`src/design/fpmds_pkg.sv`:
```
// Shared widths, operation codes and types of the Q16.16 multiply, divide and square root unit.
`default_nettype none

package fpmds_pkg;

    localparam int DATA_W    = 32;
    localparam int FRAC_W    = 16;
    localparam int PROD_W    = 2 * DATA_W;
    localparam int DIVD_W    = DATA_W + FRAC_W;
    localparam int DIV_CNT_W = $clog2(DIVD_W);
    localparam int SQ_W      = DATA_W + 2;
    localparam int OP_W      = 2;

    typedef logic [DATA_W-1:0] word_t;
    typedef logic [PROD_W-1:0] prod_t;
    typedef logic [DIVD_W-1:0] divd_t;
    typedef logic [OP_W-1:0]   op_code_t;

    localparam op_code_t OP_MUL  = 2'd0;
    localparam op_code_t OP_DIV  = 2'd1;
    localparam op_code_t OP_SQRT = 2'd2;

    // Status of the iterative divider as seen by the sequencer.
    typedef struct packed {
        logic busy;
        logic done;
    } div_stat_t;

endpackage

`default_nettype wire

```
`src/design/fpmds_req_if.sv`:
```
// Request channel: operation selector and two Q16.16 operands.
`default_nettype none

interface fpmds_req_if;
    logic                                 valid;
    logic                                 ready;
    fpmds_pkg::op_code_t                  req_type;
    logic signed [fpmds_pkg::DATA_W-1:0]  operand_a;
    logic signed [fpmds_pkg::DATA_W-1:0]  operand_b;

    modport source (output valid, output req_type, output operand_a, output operand_b,
                    input ready);
    modport sink   (input valid, input req_type, input operand_a, input operand_b,
                    output ready);
endinterface

`default_nettype wire

```
`src/design/fpmds_rsp_if.sv`:
```
// Response channel: Q16.16 result word and the divide-by-zero flag.
`default_nettype none

interface fpmds_rsp_if;
    logic                                 valid;
    logic                                 ready;
    logic signed [fpmds_pkg::DATA_W-1:0]  result_value;
    logic                                 divide_by_zero;

    modport source (output valid, output result_value, output divide_by_zero, input ready);
    modport sink   (input valid, input result_value, input divide_by_zero, output ready);
endinterface

`default_nettype wire

```
`src/design/fixed_point_mul_div_sqrt.sv`:
```
// A multiply passes S_MUL and S_MUL_END, a divide S_DIV_LOAD and then S_DIV_RUN until the divider
// is done, a square root S_SQ_MUL and S_SQ_CMP per probe; other codes and early exits go to S_FIN.
// One word is in work at a time: req.ready is high only while the sequencer is idle, and the
// output register lets a new word be accepted while the last result still waits.
// Divide steps through the one-bit-per-cycle divider; square root uses the shared multiplier.
// rst_n clears the sequencer, the divider control and the output valid asynchronously.
`default_nettype none

module fixed_point_mul_div_sqrt (
    input  logic        clk,
    input  logic        rst_n,
    fpmds_req_if.sink   req,
    fpmds_rsp_if.source rsp
);

    // Sequencer states. Each square root probe passes S_SQ_MUL for the multiply and S_SQ_CMP
    // for the compare, which also forms the next probe from both possible outcomes.
    typedef enum logic [2:0] {
        S_IDLE,
        S_MUL,
        S_MUL_END,
        S_DIV_LOAD,
        S_DIV_RUN,
        S_SQ_MUL,
        S_SQ_CMP,
        S_FIN
    } state_t;

    localparam int DW = fpmds_pkg::DATA_W;
    localparam int SW = fpmds_pkg::SQ_W;
    localparam logic signed [SW-1:0] SQ_ONE = SW'(1);

    state_t state_reg, state_next;

    // Operand registers loaded when a word is accepted.
    logic signed [DW-1:0]  op_a_reg, op_a_next;
    fpmds_pkg::word_t      mag_a_reg, mag_a_next;
    fpmds_pkg::word_t      mag_b_reg, mag_b_next;
    logic                  neg_reg, neg_next;

    // Bisection bounds. They are two bits wider than a word: the lower bound can step
    // one past the largest positive word and the upper bound can drop to minus one.
    logic signed [SW-1:0]  hi_reg, hi_next;
    logic signed [SW-1:0]  lo_reg, lo_next;
    fpmds_pkg::word_t      mid_reg, mid_next;

    // Finished result waiting for the output register.
    fpmds_pkg::word_t      res_reg, res_next;
    logic                  flag_reg, flag_next;

    logic                  out_valid_reg, out_valid_next;
    fpmds_pkg::word_t      out_value_reg, out_value_next;
    logic                  out_flag_reg, out_flag_next;

    logic                  accept;
    logic signed [DW-1:0]  in_a;
    logic signed [DW-1:0]  in_b;

    fpmds_pkg::word_t      mul_a;
    fpmds_pkg::word_t      mul_b;
    fpmds_pkg::prod_t      prod;
    fpmds_pkg::word_t      prod_mid;

    logic                  div_start;
    fpmds_pkg::divd_t      div_quo;
    fpmds_pkg::div_stat_t  div_stat;

    logic signed [DW-1:0]  sq;
    logic signed [SW-1:0]  mid_ext;
    logic signed [SW-1:0]  lo_up;
    logic signed [SW-1:0]  hi_dn;
    logic signed [SW-1:0]  mid_lt;
    logic signed [SW-1:0]  mid_gt;
    logic                  cont_lt;
    logic                  cont_gt;

    assign accept    = req.valid && req.ready;
    assign req.ready = (state_reg == S_IDLE);
    assign in_a      = req.operand_a;
    assign in_b      = req.operand_b;

    // The multiplier squares the probe during square root and otherwise sees the magnitudes.
    assign mul_a = (state_reg == S_SQ_MUL) ? mid_reg : mag_a_reg;
    assign mul_b = (state_reg == S_SQ_MUL) ? mid_reg : mag_b_reg;

    fpmds_mul u_mul (
        .clk  (clk),
        .op_a (mul_a),
        .op_b (mul_b),
        .prod (prod)
    );

    assign div_start = (state_reg == S_DIV_LOAD);

    fpmds_div u_div (
        .clk      (clk),
        .rst_n    (rst_n),
        .start    (div_start),
        .dividend ({mag_a_reg, {fpmds_pkg::FRAC_W{1'b0}}}),
        .divisor  (mag_b_reg),
        .quotient (div_quo),
        .stat     (div_stat)
    );

    // Q16.16 scaling keeps product bits 47..16.
    assign prod_mid = prod[fpmds_pkg::FRAC_W +: DW];
    assign sq       = prod_mid;

    // Both successors of the current probe are formed in parallel; the compare picks one.
    assign mid_ext = {2'b00, mid_reg};
    assign lo_up   = mid_ext + SQ_ONE;
    assign hi_dn   = mid_ext - SQ_ONE;
    assign mid_lt  = (hi_reg + lo_up) >>> 1;
    assign mid_gt  = (hi_dn + lo_reg) >>> 1;
    assign cont_lt = (hi_reg > lo_up);
    assign cont_gt = (hi_dn > lo_reg);

    always_comb
    begin
        state_next     = state_reg;
        op_a_next      = op_a_reg;
        mag_a_next     = mag_a_reg;
        mag_b_next     = mag_b_reg;
        neg_next       = neg_reg;
        hi_next        = hi_reg;
        lo_next        = lo_reg;
        mid_next       = mid_reg;
        res_next       = res_reg;
        flag_next      = flag_reg;
        out_valid_next = out_valid_reg && !rsp.ready;
        out_value_next = out_value_reg;
        out_flag_next  = out_flag_reg;

        case (state_reg)
            S_IDLE:
            begin
                if (accept)
                begin
                    // The magnitude of the most negative word wraps to 2^31, which is
                    // exactly its unsigned pattern.
                    op_a_next  = in_a;
                    mag_a_next = in_a[DW-1] ? -in_a : in_a;
                    mag_b_next = in_b[DW-1] ? -in_b : in_b;
                    neg_next   = in_a[DW-1] ^ in_b[DW-1];
                    hi_next    = {{2{in_a[DW-1]}}, in_a};
                    lo_next    = '0;
                    mid_next   = in_a >>> 1;
                    flag_next  = 1'b0;
                    res_next   = '0;
                    case (req.req_type)
                        fpmds_pkg::OP_MUL:
                        begin
                            state_next = S_MUL;
                        end
                        fpmds_pkg::OP_DIV:
                        begin
                            if (in_b == '0)
                            begin
                                flag_next  = 1'b1;
                                state_next = S_FIN;
                            end
                            else
                            begin
                                state_next = S_DIV_LOAD;
                            end
                        end
                        fpmds_pkg::OP_SQRT:
                        begin
                            // A radicand that is zero or negative never enters the search,
                            // so the answer is the radicand halved.
                            if (in_a > 0)
                            begin
                                state_next = S_SQ_MUL;
                            end
                            else
                            begin
                                res_next   = in_a >>> 1;
                                state_next = S_FIN;
                            end
                        end
                        default:
                        begin
                            state_next = S_FIN;
                        end
                    endcase
                end
            end
            S_MUL:
            begin
                state_next = S_MUL_END;
            end
            S_MUL_END:
            begin
                res_next   = neg_reg ? -prod_mid : prod_mid;
                state_next = S_FIN;
            end
            S_DIV_LOAD:
            begin
                state_next = S_DIV_RUN;
            end
            S_DIV_RUN:
            begin
                if (div_stat.done)
                begin
                    res_next   = neg_reg ? -div_quo[DW-1:0] : div_quo[DW-1:0];
                    state_next = S_FIN;
                end
            end
            S_SQ_MUL:
            begin
                state_next = S_SQ_CMP;
            end
            S_SQ_CMP:
            begin
                if (sq == op_a_reg)
                begin
                    res_next   = mid_reg;
                    state_next = S_FIN;
                end
                else if (sq < op_a_reg)
                begin
                    lo_next = lo_up;
                    if (cont_lt)
                    begin
                        mid_next   = mid_lt[DW-1:0];
                        state_next = S_SQ_MUL;
                    end
                    else
                    begin
                        res_next   = mid_lt[DW-1:0];
                        state_next = S_FIN;
                    end
                end
                else
                begin
                    hi_next = hi_dn;
                    if (cont_gt)
                    begin
                        mid_next   = mid_gt[DW-1:0];
                        state_next = S_SQ_MUL;
                    end
                    else
                    begin
                        res_next   = mid_gt[DW-1:0];
                        state_next = S_FIN;
                    end
                end
            end
            S_FIN:
            begin
                // Hand the result to the output register once it is empty or being taken.
                if (!out_valid_reg || rsp.ready)
                begin
                    out_valid_next = 1'b1;
                    out_value_next = res_reg;
                    out_flag_next  = flag_reg;
                    state_next     = S_IDLE;
                end
            end
            default:
            begin
                state_next = S_IDLE;
            end
        endcase
    end

    always_ff @(posedge clk or negedge rst_n)
    begin
        if (!rst_n)
        begin
            state_reg     <= S_IDLE;
            out_valid_reg <= 1'b0;
            out_value_reg <= '0;
            out_flag_reg  <= 1'b0;
        end
        else
        begin
            state_reg     <= state_next;
            out_valid_reg <= out_valid_next;
            out_value_reg <= out_value_next;
            out_flag_reg  <= out_flag_next;
        end
    end

    always_ff @(posedge clk)
    begin
        op_a_reg  <= op_a_next;
        mag_a_reg <= mag_a_next;
        mag_b_reg <= mag_b_next;
        neg_reg   <= neg_next;
        hi_reg    <= hi_next;
        lo_reg    <= lo_next;
        mid_reg   <= mid_next;
        res_reg   <= res_next;
        flag_reg  <= flag_next;
    end

    assign rsp.valid          = out_valid_reg;
    assign rsp.result_value   = out_value_reg;
    assign rsp.divide_by_zero = out_flag_reg;

`ifndef NO_ASSERTIONS
    a_flag_zero: assert property (@(posedge clk) disable iff (!rst_n)
        rsp.valid && rsp.divide_by_zero |-> rsp.result_value == '0)
        else $error("divide_by_zero word carries a nonzero result");

    a_accept_busy: assert property (@(posedge clk) disable iff (!rst_n)
        req.valid && req.ready |=> !req.ready)
        else $error("sequencer still ready after accepting a word");

    a_div_scope: assert property (@(posedge clk) disable iff (!rst_n)
        div_stat.busy |-> state_reg == S_DIV_RUN)
        else $error("divider running outside a divide");

    a_out_load: assert property (@(posedge clk) disable iff (!rst_n)
        state_reg == S_FIN && (!rsp.valid || rsp.ready) |=> rsp.valid && state_reg == S_IDLE)
        else $error("finished result not moved to the output register");
`endif

endmodule

`default_nettype wire

```
`src/design/fpmds_mul.sv`:
```
// Shared 32 x 32 unsigned multiplier with a registered 64-bit product.
`default_nettype none

module fpmds_mul (
    input  logic                 clk,
    input  fpmds_pkg::word_t     op_a,
    input  fpmds_pkg::word_t     op_b,
    output fpmds_pkg::prod_t     prod
);

    fpmds_pkg::prod_t prod_reg;

    always_ff @(posedge clk)
    begin
        prod_reg <= fpmds_pkg::PROD_W'(op_a) * fpmds_pkg::PROD_W'(op_b);
    end

    assign prod = prod_reg;

endmodule

`default_nettype wire

```
`src/design/fpmds_div.sv`:
```
// Restoring divider that retires one quotient bit per cycle.
`default_nettype none

module fpmds_div (
    input  logic                    clk,
    input  logic                    rst_n,
    input  logic                    start,
    input  fpmds_pkg::divd_t        dividend,
    input  fpmds_pkg::word_t        divisor,
    output fpmds_pkg::divd_t        quotient,
    output fpmds_pkg::div_stat_t    stat
);

    localparam logic [fpmds_pkg::DIV_CNT_W-1:0] LAST_STEP =
        fpmds_pkg::DIV_CNT_W'(fpmds_pkg::DIVD_W - 1);

    logic [fpmds_pkg::DIV_CNT_W-1:0] cnt_reg;
    logic                            busy_reg;
    logic                            done_reg;
    fpmds_pkg::word_t                rem_reg;
    fpmds_pkg::divd_t                quo_reg;
    fpmds_pkg::word_t                dsr_reg;

    logic [fpmds_pkg::DATA_W:0]      trial;
    logic [fpmds_pkg::DATA_W:0]      diff;
    logic                            fits;

    // The dividend shifts out of the top of quo_reg while quotient bits shift in below.
    assign trial = {rem_reg, quo_reg[fpmds_pkg::DIVD_W-1]};
    assign diff  = trial - {1'b0, dsr_reg};
    assign fits  = (trial >= {1'b0, dsr_reg});

    always_ff @(posedge clk or negedge rst_n)
    begin
        if (!rst_n)
        begin
            cnt_reg  <= '0;
            busy_reg <= 1'b0;
            done_reg <= 1'b0;
        end
        else
        begin
            done_reg <= 1'b0;
            if (start)
            begin
                cnt_reg  <= LAST_STEP;
                busy_reg <= 1'b1;
            end
            else if (busy_reg)
            begin
                cnt_reg <= cnt_reg - 1'b1;
                if (cnt_reg == '0)
                begin
                    busy_reg <= 1'b0;
                    done_reg <= 1'b1;
                end
            end
        end
    end

    always_ff @(posedge clk)
    begin
        if (start)
        begin
            rem_reg <= '0;
            quo_reg <= dividend;
            dsr_reg <= divisor;
        end
        else if (busy_reg)
        begin
            rem_reg <= fits ? diff[fpmds_pkg::DATA_W-1:0] : trial[fpmds_pkg::DATA_W-1:0];
            quo_reg <= {quo_reg[fpmds_pkg::DIVD_W-2:0], fits};
        end
    end

    assign quotient  = quo_reg;
    assign stat.busy = busy_reg;
    assign stat.done = done_reg;

endmodule

`default_nettype wire
```
`src/flat_wrapper.sv`:
```
// flat-port wrapper written by rule: the top's interface ports become plain ports
module fixed_point_mul_div_sqrt_flat 
  (clk, rst_n, req_valid, req_req_type, req_operand_a, req_operand_b, req_ready, rsp_valid, rsp_result_value, rsp_divide_by_zero, rsp_ready);
  fpmds_req_if req_i ();
  fpmds_rsp_if rsp_i ();
  input  logic clk;
  input  logic rst_n;
  input wire logic [$bits(req_i.valid)-1:0] req_valid;
  input wire logic [$bits(req_i.req_type)-1:0] req_req_type;
  input wire logic [$bits(req_i.operand_a)-1:0] req_operand_a;
  input wire logic [$bits(req_i.operand_b)-1:0] req_operand_b;
  output wire logic [$bits(req_i.ready)-1:0] req_ready;
  output wire logic [$bits(rsp_i.valid)-1:0] rsp_valid;
  output wire logic [$bits(rsp_i.result_value)-1:0] rsp_result_value;
  output wire logic [$bits(rsp_i.divide_by_zero)-1:0] rsp_divide_by_zero;
  input wire logic [$bits(rsp_i.ready)-1:0] rsp_ready;
  assign req_i.valid = req_valid;
  assign req_i.req_type = req_req_type;
  assign req_i.operand_a = req_operand_a;
  assign req_i.operand_b = req_operand_b;
  assign req_ready = req_i.ready;
  assign rsp_valid = rsp_i.valid;
  assign rsp_result_value = rsp_i.result_value;
  assign rsp_divide_by_zero = rsp_i.divide_by_zero;
  assign rsp_i.ready = rsp_ready;
  fixed_point_mul_div_sqrt u_core (.clk(clk), .rst_n(rst_n), .req(req_i), .rsp(rsp_i));
endmodule
```
`config.mk`:
```
export PLATFORM = sky130hd
export DESIGN_NAME = fixed_point_mul_div_sqrt_flat
export DESIGN_NICKNAME = d
export VERILOG_FILES = /design/src/design/fpmds_pkg.sv /design/src/design/fpmds_req_if.sv /design/src/design/fpmds_rsp_if.sv /design/src/design/fixed_point_mul_div_sqrt.sv /design/src/design/fpmds_mul.sv /design/src/design/fpmds_div.sv /design/src/flat_wrapper.sv
export SDC_FILE = /design/constraint.sdc
export NUM_CORES = 2
export LEC_CHECK = 0
export ABC_AREA = 0
export BUFFER_PORTS_ARGS = -buffer_cell sky130_fd_sc_hd__buf_2
export CAP_MARGIN = 10
export CELL_PAD_IN_SITES_DETAIL_PLACEMENT = 0
export CELL_PAD_IN_SITES_GLOBAL_PLACEMENT = 2
export CORE_ASPECT_RATIO = 0.7
export CORE_MARGIN = 1
export CORE_UTILIZATION = 43
export DETAILED_ROUTE_END_ITERATION = 10
export GPL_ROUTABILITY_DRIVEN = 0
export PLACE_DENSITY_LB_ADDON = 0.1
export SETUP_SLACK_MARGIN = 0.1
export SYNTH_ARGS = -nofsm -noshare
export SYNTH_HDL_FRONTEND = slang
export SYNTH_SLANG_ARGS = --single-unit
```
`constraint.sdc`:
```
create_clock -name clk -period 17.9 [get_ports clk]
set_clock_uncertainty 0.05 [all_clocks]
set_input_delay 3.58 -clock clk [delete_from_list [all_inputs] [get_ports clk]]
set_output_delay 3.58 -clock clk [all_outputs]
set_load 0.03 [all_outputs]
```
# Yosys cells after proc, flatten, opt, wreduce, memory -nomap -nowiden
# Cells that the tools add are included.
[word_totals]
word_cells = 133
out_inout_bits = 35
regBits = 435
ramBits = 0
romBits = 0
latch_bits = 0
mem_count = 0
input_bits = 70
[classes]
shift = 0
reduce_logical = 19
n_addsub = 10
eq_ne = 20
n_bitwise = 1
n_div = 0
n_mul = 1
magnitude_cmp = 5
mux = 54
[op_table]
columns = ["cell", "count"]
rows = [
  ["2-to-1 mux 32 bit", 18],
  ["2-to-1 mux 34 bit", 6],
  ["one-hot mux 34 bit (2 select lines)", 2],
  ["negation 32 bit", 4],
  ["one-hot mux 32 bit (4 select lines)", 1],
  ["2-to-1 mux 48 bit", 2],
  ["adder 33 bit", 2],
  ["one-hot mux 32 bit (2 select lines)", 1],
  ["2-to-1 mux 31 bit", 2],
  ["multiplier 32 x 32 -> 48 bit", 1],
  ["greater-than comparator 33 x 34 -> 1 bit", 1],
  ["greater-than comparator 34 bit", 1],
  ["adder 32 x 1 -> 33 bit, second input constant", 1],
  ["greater-or-equal comparator 33 x 32 -> 1 bit", 1],
  ["subtractor 32 x 1 -> 33 bit, second input constant", 1],
  ["equality test 32 bit", 1],
  ["greater-than comparator 32 x 1 -> 1 bit, second input constant", 1],
  ["zero test 32 bit", 1],
  ["less-than comparator 32 bit", 1],
  ["subtractor 32 bit", 1],
  ["one-hot mux 3 bit (8 select lines)", 1],
  ["2-to-1 mux 3 bit", 6],
  ["equality test 3 bit, second input constant", 4],
  ["2-to-1 mux 6 bit", 2],
  ["other kinds (26)", 48],
]

# Depth between registers and ports, before layout
[logic_depth]
ltp_word = 6
mapped_depth = 34
depth_no_buf = 29

# Hierarchy
# Synthesis repeated with hierarchy kept, for this count alone.
[unflattened]
cells_unflattened = 6812
hier_area_um2 = 62433.6
[modules_own_cells]
columns = ["module", "n_inst", "cells_each", "seq_area_each_um2", "area_each_um2"]
rows = [
  ["fpmds_mul", 1, 3778, 1281.2, 34650.7],
  ["fixed_point_mul_div_sqrt", 1, 2402, 7742.4, 21096.5],
  ["fpmds_div", 1, 632, 3243.1, 6686.4],
]

# Least setup slack after synthesis
# OpenSTA, ideal clock, no wires.
[synth_path]
kind = "flip-flop to flip-flop"
from = "reg u_core.state_reg[0]"
to = "reg u_core.u_mul.prod_reg[47], in the netlist u_core.u_mul.prod[47]"
synth_period_minus_slack_ns = 8.834
t_arrival_ns = 8.712
setup_slack_ns = 9.066
n_path_buf = 6
stages_incl_launch_ff = 33
setup_ns = 0.072
path_cell_list = "dfrtp_1 > buf_2 > nand3b_1 > clkbuf_1 > clkbuf_1 > clkbuf_1 > buf_1 > buf_1 > nand2_1 > nand2_1 > nand2_1 > fa_1 > fa_1 > inv_1 > fa_1 > fa_1 > fa_1 > fa_1 > fa_1 > inv_1 > fa_1 > inv_1 > ha_1 > nand4_1 > nor2_1 > and4_1 > a211o_1 > or4_1 > o211ai_1 > o211ai_1 > and2_1 > a211oi_1 > xnor2_1"
[synth_via]
elab_chain_len = 3
elab_cells_between_ends = 4
[synth_lines]
columns = ["item", "line", "rtl"]
rows = [
  ["start: declaration", "fixed_point_mul_div_sqrt.sv:33", "state_t state_reg, state_next;"],
  ["start signal: assignment", "fixed_point_mul_div_sqrt.sv:278", "state_reg <= state_next;"],
  ["equality test 3 bit *", "fixed_point_mul_div_sqrt.sv:83, fixed_point_mul_div_sqrt.sv:84", ""],
  ["2-to-1 mux 32 bit, on equally long branches", "fixed_point_mul_div_sqrt.sv:83, fixed_point_mul_div_sqrt.sv:84", ""],
  ["multiplier 32 x 32 -> 48 bit *", "fpmds_mul.sv:15", "prod_reg <= fpmds_pkg::PROD_W'(op_a) * fpmds_pkg::PROD_W'(op_b);"],
  ["end signal: assignment", "fpmds_mul.sv:15", ""],
  ["end: declaration", "fpmds_mul.sv:11", "fpmds_pkg::prod_t prod_reg;"],
]
# Every way passes the cells marked *; elsewhere a longest branch is shown, timed or not.
# A chain may end at the register's enable or synchronous reset.

# Worst setup path in the final report
[layout_path]
from = "reg u_core.state_reg[2]"
to = "reg u_core.u_mul.prod_reg[47], in the netlist u_core.u_mul.prod[47]"
# The elaborated chain is that of the path after synthesis.

==> reports/results.ini <==
[run_status]
status=completed

[clocking]
cts_buffer_depth=3
post_cts_buffers=0
numClockSinks=416
cts-buffers-inserted=43
hold_buffers=0
clock_latency_ps=640
clkTransAtPathRegs_ps=80
cts_root_buf=clkbuf_16
htree_num_levels=2
cts_resized=0
cts_tree=done

[timing]
setup_slack_ps=7070
fin_crit_ps=10830
worst_pin_slew_ps=1340
slew_violations=0
final-setup-viol-count=0
fin_tns_setup_ps=0
max_freq_ghz=0.0923
hold_viol=0
rsz0062_at_grt=no
relSlewSlack_pct=10.3
finalCritPeriodShare_pct=60.5

[critical_path]
worstPathMaxFanout=72
cp.arrival_ps=11280
critPathMaxStageDelay_ps=850
rr_startpoint=u_core.state_reg[2]
crit_start=u_core.state_reg[2]
critical_path.startpoint_type=flop
cp_common_cell=fa_1
setup.worst_path.end_class=flop
path_class=flop to flop
worstPathRequired_ps=18350
cpMaxStageDelayCell=o211ai_1

[global_route]
track_usage_pct=33.4
overflow=0
grt_first_pass_wirelength_um=305000
grt_pass1_vias=41942
grt_max_degree=73
antenna_found_initial=11

[die]
core-area_sq_um=124000
initial_utilization_pct=43.5
die_h_um=299
core.rowCount=108
die_area_sq_um=127000
io_pins=105
dieWidth_um=426

[detailed_routing]
drt_wl_total_um=211000
drc=0
drt_pass1_iterations=6
avgRoutedWirePerCell_um=27.2
vias=44033
ant_nets=0
drt_iter0_drc=5152
via_per_inst=5.68

[placement]
dp_hpwl_um=168000
port_buffers=104
dp_slack_ps=7220

[yosys]
netlist_top_cells_count=inv_1 (957), nand2_1 (822), nor2_1 (820)
synthFlopType=edfxtp_1
ys_top_cells_by_area=fa_1 (29%), edfxtp_1 (16%), ha_1 (8.7%)
async_flop_share_pct=10.8
syn_nets=7288
synth_edf_count=291
ys_seq_area_share_pct=21.2
synth.most_common_cell=inv_1
avgSynthCellArea_sq_um=8.91
yosysUniqueCellTypes=97
yosysTopAreaCell=fa_1
synth_area_sq_um=54000
synth_top_area_share_pct=28.9
netlist_instances=6060
synth_warnings=0
ys_seq_elements=416

[finish]
fillers=12207
nets=7289
synthToLayoutAreaGrowth_pct=8.18
largest_reg_flops=48
multi_input_area_sq_um=38300
layout.area.seq_sq_um=11500
drive_above_1_share_pct=7.20

[worst_hold_path]
hp-start=u_core.res_reg[13]
min_path_type=flop to flop

[flow_run]
drv_cap=0

[cells in the final DEF, fill, tap and decap left out, types with 21 or more instances in the layout]
| master | netlist | routed |
|---|---|---|
| xnor2_1 | 206 | 205 |
| nand4_1 | 34 | 34 |
| nand2b_1 | 40 | 40 |
| buf_2 | 7 | 104 |
| o31ai_1 | 47 | 47 |
| or4_1 | 21 | 21 |
| and2_1 | 34 | 34 |
| o22ai_1 | 23 | 23 |
| dfxtp_1 | 80 | 80 |
| a31oi_1 | 27 | 27 |
| mux2i_1 | 36 | 36 |
| nor2_1 | 820 | 818 |
| clkbuf_16 | 0 | 43 |
| a21oi_1 | 249 | 202 |
| o21ai_0 | 157 | 156 |
| or3_1 | 25 | 25 |
| nor3_1 | 52 | 51 |
| buf_4 | 4 | 124 |
| fa_1 | 781 | 781 |
| dfrtp_1 | 45 | 44 |
| o21bai_1 | 31 | 31 |
| a211oi_1 | 23 | 22 |
| nor4_1 | 30 | 28 |
| o41ai_1 | 27 | 27 |
| a21oi_2 | 0 | 34 |
| inv_1 | 957 | 956 |
| nand3_1 | 83 | 82 |
| nor2b_1 | 25 | 25 |
| o211ai_1 | 21 | 21 |
| nand2_1 | 822 | 822 |
| xor2_1 | 113 | 112 |
| edfxtp_1 | 291 | 291 |
| ha_1 | 377 | 377 |
| a21o_1 | 71 | 71 |
| mux2_2 | 33 | 33 |
[worst max-delay path: cells and delay by family, from the launching register on]
kind | cells | cell delay [ps]
fa+ha+maj | 9 | 4380
simple gates | 9 | 2340
compound gates | 4 | 1670
buf+inv | 5 | 1640
flops | 1 | 390
xor+xnor | 1 | 90
[path summary, 6_finish.rpt]
check / endpoint / slack (ps) / depth (start not counted)
worst max register to register: u_core.u_mul.prod[47] / 7070 / 28
min in group asynchronous: u_core.rsp.result_value[9] / 3010 / 2
worst max-delay path: u_core.u_mul.prod[47] / 7070 / 28
max in group asynchronous: u_core.rsp.result_value[27] / 14260 / 2
worst min register to register: u_core.rsp.result_value[13] / 430 / 1
worst min-delay path: u_core.rsp.result_value[13] / 430 / 1
[kinds of logic (layout without fill, tap and decap cells)]
| group | Yosys count | after routing | share of synthesized area, % |
|---|---|---|---|
| AO/OA/AOI/OAI | 796 | 796 | 9.46 |
| XOR/XNOR | 320 | 320 | 5.20 |
| adder cells (fa/ha/maj) | 1158 | 1158 | 37.7 |
| buffers and inverters | 1232 | 1268 | 8.63 |
| flip-flops | 416 | 416 | 21.2 |
| multiplexers | 69 | 69 | 1.35 |
| other | 0 | 3 | 0 |
| AND/OR/NAND/NOR | 2069 | 2069 | 16.4 |
[layer usage]
layer / track usage [%] / part of all wire, %
met1: 53.9 / 48
met2: 44.1 / 39
met3: 8.95 / 11
met4: 5.38 / 1.6
met5: 0 / 0
[stage by stage]
step / cell area [sq um] / util [%] / hold slack (ps) / instances
final: 58400 / 47.0 / 426 / 7749
after global routing: 58400 / 47.0 / 436 / 7747
after CTS: 58400 / 47.0 / 428 / 7745
after detailed placement: 56800 / 45.7 / 414 / 7665
after global placement: 56800 / 45.7 / 408 / 7665
after floorplan: 54000 / - / 377 / 6060
[cell type report]
type,instances,share of cell area (%)
clock inverter,28,0.711
antenna,3,0.0128
multi-input combinational,4412,65.5
sequential,416,19.6
clock buffer,52,1.98
timing repair buffer,229,2.50
inverter,959,6.17
tap,1650,3.53
Power is not shown: default switching activity piles up to over one toggle a cycle in this logic, so the estimate is an artifact.
